<file path="src/stkq_pkg.sv">
// ----------------------------------------------------------------------------
// stkq_pkg
// Shared types and codes of the stack/queue engine: command and status codes,
// the decoded operation and the work item held between front and back.
// ----------------------------------------------------------------------------
package stkq_pkg;

  // Command codes as they arrive on the input channel
  localparam logic [2:0] CMD_PUSH = 3'd0;
  localparam logic [2:0] CMD_DUMP = 3'd1;
  localparam logic [2:0] CMD_PEEK = 3'd2;
  localparam logic [2:0] CMD_POP  = 3'd3;
  localparam logic [2:0] CMD_SWAP = 3'd4;

  // Result status codes
  typedef enum logic [2:0] {
    ST_OK         = 3'd0,
    ST_PEEK_EMPTY = 3'd1,
    ST_POP_EMPTY  = 3'd2,
    ST_SWAP_SHORT = 3'd3,
    ST_FULL       = 3'd4,
    ST_HALTED     = 3'd5
  } status_t;

  // Decoded operation; unknown command codes become OP_NOP
  typedef enum logic [2:0] {
    OP_PUSH,
    OP_DUMP,
    OP_PEEK,
    OP_POP,
    OP_SWAP,
    OP_NOP
  } op_t;

  // One decoded item waiting for the back end
  typedef struct packed {
    op_t         op;
    logic [31:0] value;
  } work_t;

  // Head of the work queue as seen by the back end
  typedef struct packed {
    logic  valid;
    work_t work;
  } wq_head_t;

  localparam int WQ_DEPTH = 2;

  // Turn a raw command code into an operation
  function automatic op_t decode_cmd(input logic [2:0] cmd);
    op_t op;
    case (cmd)
      CMD_PUSH: op = OP_PUSH;
      CMD_DUMP: op = OP_DUMP;
      CMD_PEEK: op = OP_PEEK;
      CMD_POP:  op = OP_POP;
      CMD_SWAP: op = OP_SWAP;
      default:  op = OP_NOP;
    endcase
    return op;
  endfunction

endpackage

</file>
<file path="src/stkq_ram.sv">
// ----------------------------------------------------------------------------
// stkq_ram
// Generic single-write, single-read RAM with a registered read port. The read
// data holds its value in cycles without a read enable.
// ----------------------------------------------------------------------------
module stkq_ram #(
  parameter int WIDTH = 32,
  parameter int DEPTH = 64
) (
  input  logic                     clk,
  input  logic                     we,
  input  logic [$clog2(DEPTH)-1:0] waddr,
  input  logic [WIDTH-1:0]         wdata,
  input  logic                     re,
  input  logic [$clog2(DEPTH)-1:0] raddr,
  output logic [WIDTH-1:0]         rdata
);

  logic [WIDTH-1:0] mem_r [DEPTH];
  logic [WIDTH-1:0] rdata_r;

  // Write port and registered read port
  always_ff @(posedge clk) begin
    if (we) begin
      mem_r[waddr] <= wdata;
    end
    if (re) begin
      rdata_r <= mem_r[raddr];
    end
  end

  assign rdata = rdata_r;

endmodule

</file>
<file path="src/stkq_front.sv">
// ----------------------------------------------------------------------------
// stkq_front
// Input side: accepts items, decodes the command and holds them in a short
// queue until the back end takes them.
// ----------------------------------------------------------------------------
module stkq_front (
  input  logic               clk,
  input  logic               rst_n,
  input  logic               in_tvalid,
  output logic               in_tready,
  input  logic [2:0]         in_cmd,
  input  logic [31:0]        in_value,
  output stkq_pkg::wq_head_t head,
  input  logic               head_pop
);

  stkq_pkg::work_t mem_r [stkq_pkg::WQ_DEPTH];
  logic            wr_ptr_r, wr_ptr_nxt;
  logic            rd_ptr_r, rd_ptr_nxt;
  logic [1:0]      cnt_r, cnt_nxt;
  logic            push;
  logic            pop;

  assign in_tready = (cnt_r != 2'(stkq_pkg::WQ_DEPTH));
  assign push      = in_tvalid && in_tready;
  assign pop       = head_pop && (cnt_r != 2'd0);

  // Advance pointers and fill count
  always_comb begin
    wr_ptr_nxt = push ? ~wr_ptr_r : wr_ptr_r;
    rd_ptr_nxt = pop ? ~rd_ptr_r : rd_ptr_r;
    cnt_nxt    = cnt_r;
    if (push && !pop) begin
      cnt_nxt = cnt_r + 2'd1;
    end else if (pop && !push) begin
      cnt_nxt = cnt_r - 2'd1;
    end
  end

  always_ff @(posedge clk) begin
    if (!rst_n) begin
      wr_ptr_r <= 1'b0;
      rd_ptr_r <= 1'b0;
      cnt_r    <= 2'd0;
    end else begin
      wr_ptr_r <= wr_ptr_nxt;
      rd_ptr_r <= rd_ptr_nxt;
      cnt_r    <= cnt_nxt;
    end
  end

  // Store the decoded item
  always_ff @(posedge clk) begin
    if (push) begin
      mem_r[wr_ptr_r] <= '{op: stkq_pkg::decode_cmd(in_cmd), value: in_value};
    end
  end

  assign head.valid = (cnt_r != 2'd0);
  assign head.work  = mem_r[rd_ptr_r];

endmodule

</file>
<file path="src/stkq_back.sv">
// ----------------------------------------------------------------------------
// stkq_back
// Execution side: runs each decoded item against the circular store and
// drives the registered result channel.
// ----------------------------------------------------------------------------
module stkq_back #(
  parameter int DEPTH = 64
) (
  input  logic               clk,
  input  logic               rst_n,
  input  logic               queue_mode,
  input  stkq_pkg::wq_head_t head,
  output logic               head_pop,
  output logic               out_tvalid,
  input  logic               out_tready,
  output logic [31:0]        out_value,
  output logic               out_has_value,
  output logic [2:0]         out_status,
  output logic               out_last
);

  localparam int AW = (DEPTH > 1) ? $clog2(DEPTH) : 1;
  localparam int CW = $clog2(DEPTH + 1);

  typedef enum logic [2:0] {
    S_IDLE,
    S_EMIT,
    S_SW1,
    S_SW2,
    S_SW3
  } state_t;

  state_t           state_r, state_nxt;
  logic [AW-1:0]    top_r, top_nxt;
  logic [CW-1:0]    count_r, count_nxt;
  logic             halted_r, halted_nxt;
  logic [AW-1:0]    addr_r, addr_nxt;
  logic [CW-1:0]    rem_r, rem_nxt;
  logic [31:0]      tmp_r, tmp_nxt;
  logic             ovalid_r, ovalid_nxt;
  logic [31:0]      ovalue_r, ovalue_nxt;
  logic             ohas_r, ohas_nxt;
  logic [2:0]       ostatus_r, ostatus_nxt;
  logic             olast_r, olast_nxt;

  logic             out_free;
  logic             emit;
  logic [31:0]      e_value;
  logic             e_has;
  stkq_pkg::status_t e_status;
  logic             e_last;

  logic             ram_we, ram_re;
  logic [AW-1:0]    ram_waddr, ram_raddr;
  logic [31:0]      ram_wdata, ram_rdata;
  logic [AW:0]      tail_sum;
  logic [AW-1:0]    tail_slot;
  logic             full;

  function automatic logic [AW-1:0] wrap_inc(input logic [AW-1:0] a);
    return (a == AW'(DEPTH - 1)) ? '0 : a + AW'(1);
  endfunction

  function automatic logic [AW-1:0] wrap_dec(input logic [AW-1:0] a);
    return (a == '0) ? AW'(DEPTH - 1) : a - AW'(1);
  endfunction

  stkq_ram #(.WIDTH(32), .DEPTH(DEPTH)) u_ram (
    .clk   (clk),
    .we    (ram_we),
    .waddr (ram_waddr),
    .wdata (ram_wdata),
    .re    (ram_re),
    .raddr (ram_raddr),
    .rdata (ram_rdata)
  );

  assign out_free = !ovalid_r || out_tready;
  assign full     = (count_r == CW'(DEPTH));

  // Slot after the bottom entry, used by queue-mode push (count below DEPTH)
  assign tail_sum  = (AW + 1)'(top_r) + (AW + 1)'(count_r);
  assign tail_slot = (tail_sum >= (AW + 1)'(DEPTH)) ? AW'(tail_sum - (AW + 1)'(DEPTH))
                                                    : tail_sum[AW-1:0];

  // Sequence each item
  always_comb begin
    state_nxt  = state_r;
    top_nxt    = top_r;
    count_nxt  = count_r;
    halted_nxt = halted_r;
    addr_nxt   = addr_r;
    rem_nxt    = rem_r;
    tmp_nxt    = tmp_r;
    head_pop   = 1'b0;
    emit       = 1'b0;
    e_value    = '0;
    e_has      = 1'b0;
    e_status   = stkq_pkg::ST_OK;
    e_last     = 1'b1;
    ram_we     = 1'b0;
    ram_waddr  = top_r;
    ram_wdata  = head.work.value;
    ram_re     = 1'b0;
    ram_raddr  = top_r;

    case (state_r)
      S_IDLE: begin
        if (head.valid && out_free) begin
          head_pop = 1'b1;
          if (halted_r) begin
            emit     = 1'b1;
            e_status = stkq_pkg::ST_HALTED;
          end else begin
            case (head.work.op)
              stkq_pkg::OP_PUSH: begin
                emit = 1'b1;
                if (full) begin
                  e_status = stkq_pkg::ST_FULL;
                end else begin
                  ram_we    = 1'b1;
                  count_nxt = count_r + CW'(1);
                  if (queue_mode) begin
                    ram_waddr = tail_slot;
                  end else begin
                    top_nxt   = wrap_dec(top_r);
                    ram_waddr = wrap_dec(top_r);
                  end
                end
              end
              stkq_pkg::OP_DUMP: begin
                if (count_r == '0) begin
                  emit = 1'b1;
                end else begin
                  ram_re    = 1'b1;
                  addr_nxt  = top_r;
                  rem_nxt   = count_r;
                  state_nxt = S_EMIT;
                end
              end
              stkq_pkg::OP_PEEK: begin
                if (count_r == '0) begin
                  emit       = 1'b1;
                  e_status   = stkq_pkg::ST_PEEK_EMPTY;
                  halted_nxt = 1'b1;
                  top_nxt    = '0;
                end else begin
                  ram_re    = 1'b1;
                  addr_nxt  = top_r;
                  rem_nxt   = CW'(1);
                  state_nxt = S_EMIT;
                end
              end
              stkq_pkg::OP_POP: begin
                emit = 1'b1;
                if (count_r == '0) begin
                  e_status   = stkq_pkg::ST_POP_EMPTY;
                  halted_nxt = 1'b1;
                  top_nxt    = '0;
                end else begin
                  count_nxt = count_r - CW'(1);
                  top_nxt   = (count_r == CW'(1)) ? '0 : wrap_inc(top_r);
                end
              end
              stkq_pkg::OP_SWAP: begin
                if (count_r < CW'(2)) begin
                  emit       = 1'b1;
                  e_status   = stkq_pkg::ST_SWAP_SHORT;
                  halted_nxt = 1'b1;
                  count_nxt  = '0;
                  top_nxt    = '0;
                end else begin
                  ram_re    = 1'b1;
                  state_nxt = S_SW1;
                end
              end
              default: begin
                emit = 1'b1;
              end
            endcase
          end
        end
      end
      S_EMIT: begin
        if (out_free) begin
          emit    = 1'b1;
          e_value = ram_rdata;
          e_has   = 1'b1;
          e_last  = (rem_r == CW'(1));
          if (rem_r == CW'(1)) begin
            state_nxt = S_IDLE;
          end else begin
            addr_nxt  = wrap_inc(addr_r);
            ram_re    = 1'b1;
            ram_raddr = wrap_inc(addr_r);
            rem_nxt   = rem_r - CW'(1);
          end
        end
      end
      S_SW1: begin
        // hold the top entry, fetch the one below it
        tmp_nxt   = ram_rdata;
        addr_nxt  = wrap_inc(top_r);
        ram_re    = 1'b1;
        ram_raddr = wrap_inc(top_r);
        state_nxt = S_SW2;
      end
      S_SW2: begin
        ram_we    = 1'b1;
        ram_waddr = top_r;
        ram_wdata = ram_rdata;
        state_nxt = S_SW3;
      end
      S_SW3: begin
        ram_we    = 1'b1;
        ram_waddr = addr_r;
        ram_wdata = tmp_r;
        if (out_free) begin
          emit      = 1'b1;
          state_nxt = S_IDLE;
        end
      end
      default: begin
        state_nxt = S_IDLE;
      end
    endcase
  end

  // Load or drain the output register
  always_comb begin
    ovalid_nxt  = ovalid_r;
    ovalue_nxt  = ovalue_r;
    ohas_nxt    = ohas_r;
    ostatus_nxt = ostatus_r;
    olast_nxt   = olast_r;
    if (emit) begin
      ovalid_nxt  = 1'b1;
      ovalue_nxt  = e_value;
      ohas_nxt    = e_has;
      ostatus_nxt = e_status;
      olast_nxt   = e_last;
    end else if (out_tready) begin
      ovalid_nxt = 1'b0;
    end
  end

  always_ff @(posedge clk) begin
    if (!rst_n) begin
      state_r  <= S_IDLE;
      top_r    <= '0;
      count_r  <= '0;
      halted_r <= 1'b0;
      ovalid_r <= 1'b0;
    end else begin
      state_r  <= state_nxt;
      top_r    <= top_nxt;
      count_r  <= count_nxt;
      halted_r <= halted_nxt;
      ovalid_r <= ovalid_nxt;
    end
    addr_r    <= addr_nxt;
    rem_r     <= rem_nxt;
    tmp_r     <= tmp_nxt;
    ovalue_r  <= ovalue_nxt;
    ohas_r    <= ohas_nxt;
    ostatus_r <= ostatus_nxt;
    olast_r   <= olast_nxt;
  end

  assign out_tvalid    = ovalid_r;
  assign out_value     = ovalue_r;
  assign out_has_value = ohas_r;
  assign out_status    = ostatus_r;
  assign out_last      = olast_r;

endmodule

</file>
<file path="src/stack_queue_engine.sv">
// ----------------------------------------------------------------------------
// stack_queue_engine
// Stack-machine command engine with a queue mode over a circular store.
// ----------------------------------------------------------------------------
// Each item carries one command (push, dump, peek, pop, swap). Push, pop and
// unknown codes finish in the back end's idle state; peek and dump emit their
// entries from S_EMIT and swap steps through S_SW1, S_SW2 and S_SW3, as the
// entry RAM has a single read and a single write port. A two-entry queue
// decouples input acceptance from execution. A single result register holds
// each result, and the back end waits while that register is full and not
// being drained. An error (peek or pop on an empty store, swap with fewer than
// two entries) clears the store and makes every later command answer with the
// halted status until reset. Write queue_mode only while the engine is idle.
module stack_queue_engine #(
  parameter int DEPTH = 64
) (
  input  logic        clk,
  input  logic        rst_n,
  // Configuration: queue_mode
  input  logic        cfg_valid,
  output logic        cfg_ready,
  input  logic        cfg_data,
  // Input items
  input  logic        in_tvalid,
  output logic        in_tready,
  input  logic [31:0] in_tdata,   // [31:0] push_value
  input  logic [7:0]  in_tuser,   // [2:0] cmd, [7:3] unused
  // Result items
  output logic        out_tvalid,
  input  logic        out_tready,
  output logic [31:0] out_tdata,  // [31:0] result_value
  output logic [7:0]  out_tuser,  // [0] has_value, [3:1] status, [7:4] zero
  output logic        out_tlast
);

  logic               queue_mode_r;
  stkq_pkg::wq_head_t head;
  logic               head_pop;
  logic [2:0]         status;
  logic               has_value;

  // Configuration register
  assign cfg_ready = 1'b1;

  always_ff @(posedge clk) begin
    if (!rst_n) begin
      queue_mode_r <= 1'b0;
    end else if (cfg_valid) begin
      queue_mode_r <= cfg_data;
    end
  end

  stkq_front u_front (
    .clk       (clk),
    .rst_n     (rst_n),
    .in_tvalid (in_tvalid),
    .in_tready (in_tready),
    .in_cmd    (in_tuser[2:0]),
    .in_value  (in_tdata),
    .head      (head),
    .head_pop  (head_pop)
  );

  stkq_back #(.DEPTH(DEPTH)) u_back (
    .clk           (clk),
    .rst_n         (rst_n),
    .queue_mode    (queue_mode_r),
    .head          (head),
    .head_pop      (head_pop),
    .out_tvalid    (out_tvalid),
    .out_tready    (out_tready),
    .out_value     (out_tdata),
    .out_has_value (has_value),
    .out_status    (status),
    .out_last      (out_tlast)
  );

  assign out_tuser = {4'b0000, status, has_value};

endmodule

</file>
<file path="config.mk">
export PLATFORM = sky130hd
export DESIGN_NAME = stack_queue_engine
export DESIGN_NICKNAME = d
export VERILOG_FILES = /design/src/stkq_pkg.sv /design/src/stkq_ram.sv /design/src/stkq_front.sv /design/src/stkq_back.sv /design/src/stack_queue_engine.sv
export SDC_FILE = /design/constraint.sdc
export NUM_CORES = 2
export LEC_CHECK = 0
export BUFFER_PORTS_ARGS = -buffer_cell sky130_fd_sc_hd__clkbuf_2
export CAP_MARGIN = 15
export CORE_AREA = 3 3 474 476
export DETAILED_ROUTE_END_ITERATION = 6
export DIE_AREA = 0 0 477 479
export PLACE_DENSITY = 0.57
export SETUP_SLACK_MARGIN = 0.1
export SLEW_MARGIN = 30
export SYNTH_ARGS = -nofsm -noshare
export SYNTH_HDL_FRONTEND = slang
export SYNTH_HIERARCHICAL = 1
export SYNTH_SLANG_ARGS = --single-unit
</file>
<file path="constraint.sdc">
create_clock -name clk -period 8.1 [get_ports clk]
set_input_delay 1.62 -clock clk [delete_from_list [all_inputs] [get_ports clk]]
set_output_delay 1.62 -clock clk [all_outputs]
set_load 0.02 [all_outputs]
</file>
# Word level (Yosys, flattened, before mapping)
# Memory sizes are Yosys's and may differ from the RTL's. A register that Yosys moved wholly into a read port is not among the register bits.
# Cells that the tools add are included.
dict set report totals {
  out_inout_bits 44
  ramBits 2118
  memories 2
  input_bits 46
  elab_cells 197
  ff_bits 105
}
# name depth word_bits read_ports rd_clocked_by_memory_dff wr line
set mem_list {}
lappend mem_list {u_back.u_ram.mem_r 64 32 1 1 1 stkq_ram.sv:19} ;# logic [WIDTH-1:0] mem_r [DEPTH];
lappend mem_list {u_front.mem_r 2 35 1 1 1 stkq_front.sv:17} ;# stkq_pkg::work_t mem_r [stkq_pkg::WQ_DEPTH];
dict set report classes {
  add_sub_neg 10
  n_bitwise 5
  n_reduce_logical 33
  order_cmp 2
  mux 91
  eq_ne 37
}
# op n
set op_table {}
lappend op_table {{$mux 6} 23}
lappend op_table {{$pmux 32 s2} 1}
lappend op_table {{$mux 7} 9}
lappend op_table {{$mux 3} 10}
lappend op_table {{$pmux 3 s5} 2}
lappend op_table {{$pmux 7 s2} 2}
lappend op_table {{$mux 1} 27}
lappend op_table {{$pmux 6 s2} 2}
lappend op_table {{$pmux 6 s4} 1}
lappend op_table {{$reduce_and 8->1} 3}
lappend op_table {{$pmux 7 s3} 1}
lappend op_table {{$eq 3x2->1 const B} 6}
lappend op_table {{$ne 3x3->1 const B} 6}
lappend op_table {{$pmux 6 s3} 1}
lappend op_table {{$ne 2x2->1 const B} 8}
lappend op_table {{$eq 7x1->1 const B} 2}
lappend op_table {{$reduce_and 7->1} 2}
lappend op_table {{$sub 7x1->7 const B} 2}
lappend op_table {{$add 6x1->6 const B} 2}
lappend op_table {{$eq 6x6->1 const B} 2}
lappend op_table {{$ne 2x1->1 const B} 6}
lappend op_table {{$pmux 3 s4} 1}
lappend op_table {{$sub 6x1->6 const B} 2}
lappend op_table {{$pmux 1 s2} 5}
lappend op_table {{25 further kinds} 52}

# Depth between registers and ports, before layout
dict set report logic_depth {
  ltp_word 9
  ltp_mapped 17
  mapped_depth_nobuf 11
}

# By module
# Netlist, hierarchy kept.
# module cells_each area_per_inst_um2 instances
set modules_own_cells {}
lappend modules_own_cells {stkq_ram 3511 79359.9 1}
lappend modules_own_cells {stkq_back 612 5925.7 1}
lappend modules_own_cells {stkq_front 136 2778.9 1}
lappend modules_own_cells {stack_queue_engine 11 88.8 1}

# Worst setup path after synthesis
# Ideal clock, no wire load.
dict set report synth_timing {
  path_kind {input to register}
  start {in out_tready}
  end {mem u_back.u_ram.mem_r[56][0], in the netlist u_back/u_ram/mem_r[28][0] (enable)}
  setup_slack_ns 2.691
  arrival_time_ns 4.988
  setup_ns 0.421
  stages 11
  path_buffers 3
  path_cell_list {nand2b_1 -> and4_1 -> buf_2 -> and3_2 -> o21ai_0 -> a31oi_1 -> clkbuf_1 -> or3b_2 -> or2_2 -> clkbuf_1 -> nor2_1}
}
dict set report synth_via {
  elab_cells_between_ends 8
  classes_between {mux (6); reduce/logical (2)}
}
# item line
set synth_rtl {}
lappend synth_rtl {{start, declared} stack_queue_engine.sv:30} ;# input logic out_tready,
lappend synth_rtl {{$logic_or 1x1->1} stkq_back.sv:78} ;# assign out_free = !ovalid_r || out_tready;
lappend synth_rtl {{$logic_and 1x1->1} stkq_back.sv:109} ;# if (head.valid && out_free) begin
lappend synth_rtl {{$mux 6} stkq_back.sv:109}
lappend synth_rtl {{$pmux 6 s2} stkq_back.sv:107} ;# case (state_r)
lappend synth_rtl {{net u_back.ram_waddr[1]} stkq_back.sv:54} ;# logic [AW-1:0] ram_waddr, ram_raddr;
lappend synth_rtl {{end, declared} stkq_ram.sv:19}
# The timed path passes the listed nets, and every way through them passes these cells.

==> results.md <==
Power:
- Overall power consumption after layout is estimated at 36,520 uW.
- In this run switching power makes up 34.46% of total power.
- The cell internal power dissipation is 23,930 uW.
- The clock power share is 27.3%.
- The power per cell area is 363.8 nW/um^2.
- The net switching power figure is 12,580 uW.
- The worst-case IR drop observed on VDD is 0.0002555 V.
- Sequential cells account for 39.9% of the total power.
- The cell leakage power is 0.03055 uW.
- The fraction of power consumed by combinational cells is 32.8%.

CTS:
- The post-CTS resize count is 0.
- Clock tree synthesis found a total of 2,256 sinks.
- The clock buffer count from CTS is 223.
- Counting along the longest clock path gives a buffer depth of 3.
- The clock latency reported for the late side of the worst-skew pair is 870 ps.
- The number of buffers inserted to repair setup after CTS is 0.
- The CTS tree is built.
- In this run, post-CTS hold repair placed 0 buffers.
- Clock-pin slew was measured on the worst setup and hold paths at 60 ps.
- CTS placed an instance of clkbuf_16 at the clock tree root.
- The H-tree was split into 4 levels.

Timing:
- The headroom to the max-slew limit is 29.00%.
- The max-slew violation count is 0.
- The final-report hold violation count is 0.
- The final period demand of the worst path is 5620 ps.
- The final-report setup violation count is 0.
- In the final timing run, aggregate negative setup slack is 0 ps.
- The share of the cycle needed by the critical path after routing is 69.39%.
- At the pin with the least slew margin, the transition time is 1054 ps.
- The final setup slack of the worst path is 2480 ps.
- The top achievable clock speed is 177.9 MHz.
- Setup repair after global routing left no endpoint under its margin.
- Across the routed clock network, the largest skew measured is 58.59 ps.

Setup path:
- At the worst endpoint, the arrival time is 6160 ps.
- The minimum setup slack among reg-to-reg paths is 2480 ps.
- The endpoint class of the critical path is a flop.
- The depth of the worst register-to-register path is 11.
- STA classifies the critical path startpoint as a flop.
- The maximum fanout count along the critical path is 19.
- The required arrival time at the worst endpoint is 8640 ps.
- The classification of the worst setup path is flop to flop.
- The destination of the worst register-to-register timing path is u_back/u_ram/mem_r[4][16].

Cells and area:
- The signed area change from the synthesized netlist to the final layout is 13.88%.
- After the last flow step, the layout net total stands at 4,573.
- The number of fill cells in the layout is 18.65k.
- The multi-input combinational cells in the finished layout cover a total of 19,770 sq um.
- Summing all flip-flop and latch instances after layout gives 67,500 sq um.
- The share of post-route cells with drive strength above 1 is 25.87%.
- The cell area after layout is 100,400 sq um.
- The most frequent standard cell in the layout excluding fill and tap cells is edfxtp_1.
- The library cells used most frequently in the layout, excluding fill and tap cells, are 2,232 x edfxtp_1, 446 x mux4_2, 223 x clkbuf_16, 191 x mux2i_1, 163 x buf_4.

Hold path:
- The worst hold path stage count is 0.
- The worst hold path terminates at u_back/tmp_r[11].
- The startpoint identified for the worst hold timing path is u_back/u_ram/rdata[11].
- The kind of path behind the tightest hold check is flop to flop.

Logic synthesis:
- Yosys mapped the design onto 94 distinct sky130hd cell types.
- The xor-xnor portion of the synthesized cell area is 0.1490%.
- The most common flop cell mapped by yosys is edfxtp_1.
- By area the synthesized netlist is led by edfxtp_1 76%, mux4_2 11%, mux2i_1 2.2%.
- The post-synthesis compound-gate area fraction is 4.372%.
- The synthesized area divided by synthesized cell count is 20.64 sq um.
- The multiplexer fraction of the synthesized cell area is 14.02%.
- After Yosys synthesis, and, or, nand and nor cells account for 2.790% of the synthesized area.
- The adder-cell share of the synthesized area is 0.2498%.
- The synthesized design spends more area on one cell type than any other, namely edfxtp_1.
- The share of synthesized area in the top cell type comes to 76.03%.
- Yosys printed 6 warnings.
- For this run, asynchronously set or reset flops after synthesis account for 0%.
- Summing every instance area after synthesis gives 88,150 sq um.
- The number of synthesized register bits is 2,256.
- The main combinational cell family by area after synthesis is multiplexers.
- The fraction of the yosys area taken by sequential cells is 76.58%.
- The cell count after synthesis is 4,270.
- The number of synthesized flops with an enable pin is 2,232.

GRT:
- The number of global-route vias before repair was 44.71k.
- Global routing used 20.75% of the available tracks.
- The first-pass GRT wire length is 340,200 um.
- The number of antenna violations at the first check in global routing was 17.
- The largest net degree at the start of global routing is 90.
- The leftover overflow at the end of global routing is 0.

Die:
- The die covers 228,500 sq um.
- The number of placement rows is 173.
- 90 I/O pins were placed.
- The starting density of the core is 39.81%.
- The core region is 221,400 sq um.
- The die is 477 um wide.
- The y dimension of the die is 479 um.

Run:
- The tool flagged a number of max-cap violations equal to 0.

Detailed routing:
- The post-detailed-route count of antenna-violating nets is 0.
- The post-detailed-route via-to-cell ratio is 5.819.
- The post-route DRC violation count is 0.
- Dividing the detail-routed wire length by the instance count gives 31.10 um.
- The detailed-route wire length is 238,800 um.
- The total number of vias is 44.68k.
- After the first detailed-routing iteration, the DRC count stood at 5,602.
- Before antenna repair, the detailed router went through 6 iterations.

Status:
- The flow ran to the end, and the final reports show no timing, DRC or antenna violations.

Placed design:
- During placement, the flow inserted port buffers numbering 79.
- The final weighted congestion of routability-driven global placement is 0.8047.
- Detailed placement finished with a half-perimeter wire length of 139,800 um.
- At the placement stage, the worst setup path has a slack of 1865 ps.
- After detailed placement, the total cell area comes to 93,340 sq um.
==> cell usage after synthesis (8+ instances only) <==
library cell / instances
nor4_1: 8
a211o_1: 11
nor2_1: 114
o21ai_0: 67
a211oi_1: 29
a22oi_1: 162
o22ai_1: 46
nor3_1: 16
a31oi_1: 24
dfxtp_1: 24
mux2_2: 36
mux2i_1: 191
o211ai_1: 14
nand2b_1: 17
buf_1: 12
nand3_1: 59
edfxtp_1: 2232
nor2b_1: 21
or2_2: 8
a311o_1: 12
buf_2: 59
a22o_1: 12
buf_4: 36
nand2_1: 140
o22a_1: 14
inv_1: 21
mux4_2: 446
buf_6: 33
and2_1: 8
and3_1: 44
o221ai_1: 20
xor2_1: 8
ha_1: 16
nand3b_1: 9
clkbuf_1: 110
a21oi_1: 54
==> power by group through the flow <==
stage / clock network (uW) / registers, uW / logic [uW]
after floorplan: 0 / 14800 / 7230
after global placement: 0 / 14800 / 11900
after detailed placement: 0 / 14800 / 12000
after CTS: 10200 / 14600 / 12100
after global routing: 10600 / 14600 / 12600
final: 9980 / 14600 / 12000
==> critical path, cell delays in order, from the launching register on <==
cell and delay [ps]:
dfxtp_1 720, mux2_2 530, nor3_1 410, and4_1 410, o311a_2 230, o22ai_1 80, o221ai_1 420, buf_4 290
or3b_2 540, or2_2 480, nor2_4 730, buf_4 410
==> how the worst max path moves through the flow <==
stage	startpoint	endpoint	slack, ps	cells after the start
floorplan	out_tready	u_back/u_ram/mem_r[28][0]	2690	11
global placement	out_tready	u_back/u_ram/mem_r[29][8]	1540	11
detailed placement	out_tready	u_back/u_ram/rdata[18]	1870	14
CTS	flop	u_back/u_ram/mem_r[4][16]	2400	11
global route	flop	u_back/u_ram/mem_r[18][1]	2190	10
finish	flop	u_back/u_ram/mem_r[4][16]	2480	11
==> metrics by stage <==
| step | cells | hold WS (ps) | util, % |
|---|---|---|---|
| 3_3_place_gp | 7249 | 454.3 | 42.01 |
| 6_report | 7678 | 480.0 | 45.34 |
| 5_1_grt | 7671 | 487.1 | 45.33 |
| 4_1_cts | 7671 | 484.2 | 45.33 |
| 2_1_floorplan | 4273 | 442.1 | - |
| 3_5_place_dp | 7260 | 472.6 | 42.15 |
==> cells by family after synthesis <==
family / count (synthesis)
flip-flops: 2256
multiplexers: 673
AO/OA/AOI/OAI: 536
AND/OR/NAND/NOR: 491
buffers and inverters: 280
adder cells (fa/ha/maj): 17
XOR/XNOR: 15
other: 2
==> layer usage <==
layer / global-route usage [%] / wire length (um) / vias up
met2: 32.64 / 112500 / 1874
met5: 0 / 0 / -
li1: - / - / 18390
met1: 29.64 / 100700 / 24092
met4: 5.999 / 6481 / 0
met3: 3.894 / 19140 / 319
==> sequential cells by signal, summed over array words and instances (netlist names), named ones only <==
name,count
u_back/halted_r,1
u_back/tmp_r,32
queue_mode_r,1
u_back/u_ram/mem_r,2048
u_back/addr_r,6
u_back/out_tvalid,1
u_front/wr_ptr_r,1
u_back/out_last,1
u_back/out_status,3
u_front/cnt_r,2
u_back/u_ram/rdata,32
u_front/mem_r,70
u_back/count_r,7
u_back/out_value,32
u_back/state_r,3
u_front/rd_ptr_r,1
u_back/out_has_value,1
u_back/rem_r,7
u_back/top_r,6
==> cell type report <==
cell class                      count  share of cell area [%]
Clock inverter                    126                   1.184
Tap cell                         2975                   3.708
Inverter                           21                 0.07852
Sequential cell                  2256                   67.24
Clock buffer                      285                   5.820
Antenna cell                        7                 0.01745
Multi-Input combinational cell   1737                   19.69
Timing Repair Buffer              271                   2.257
No activity file was read; power rests on OpenSTA's default activity.
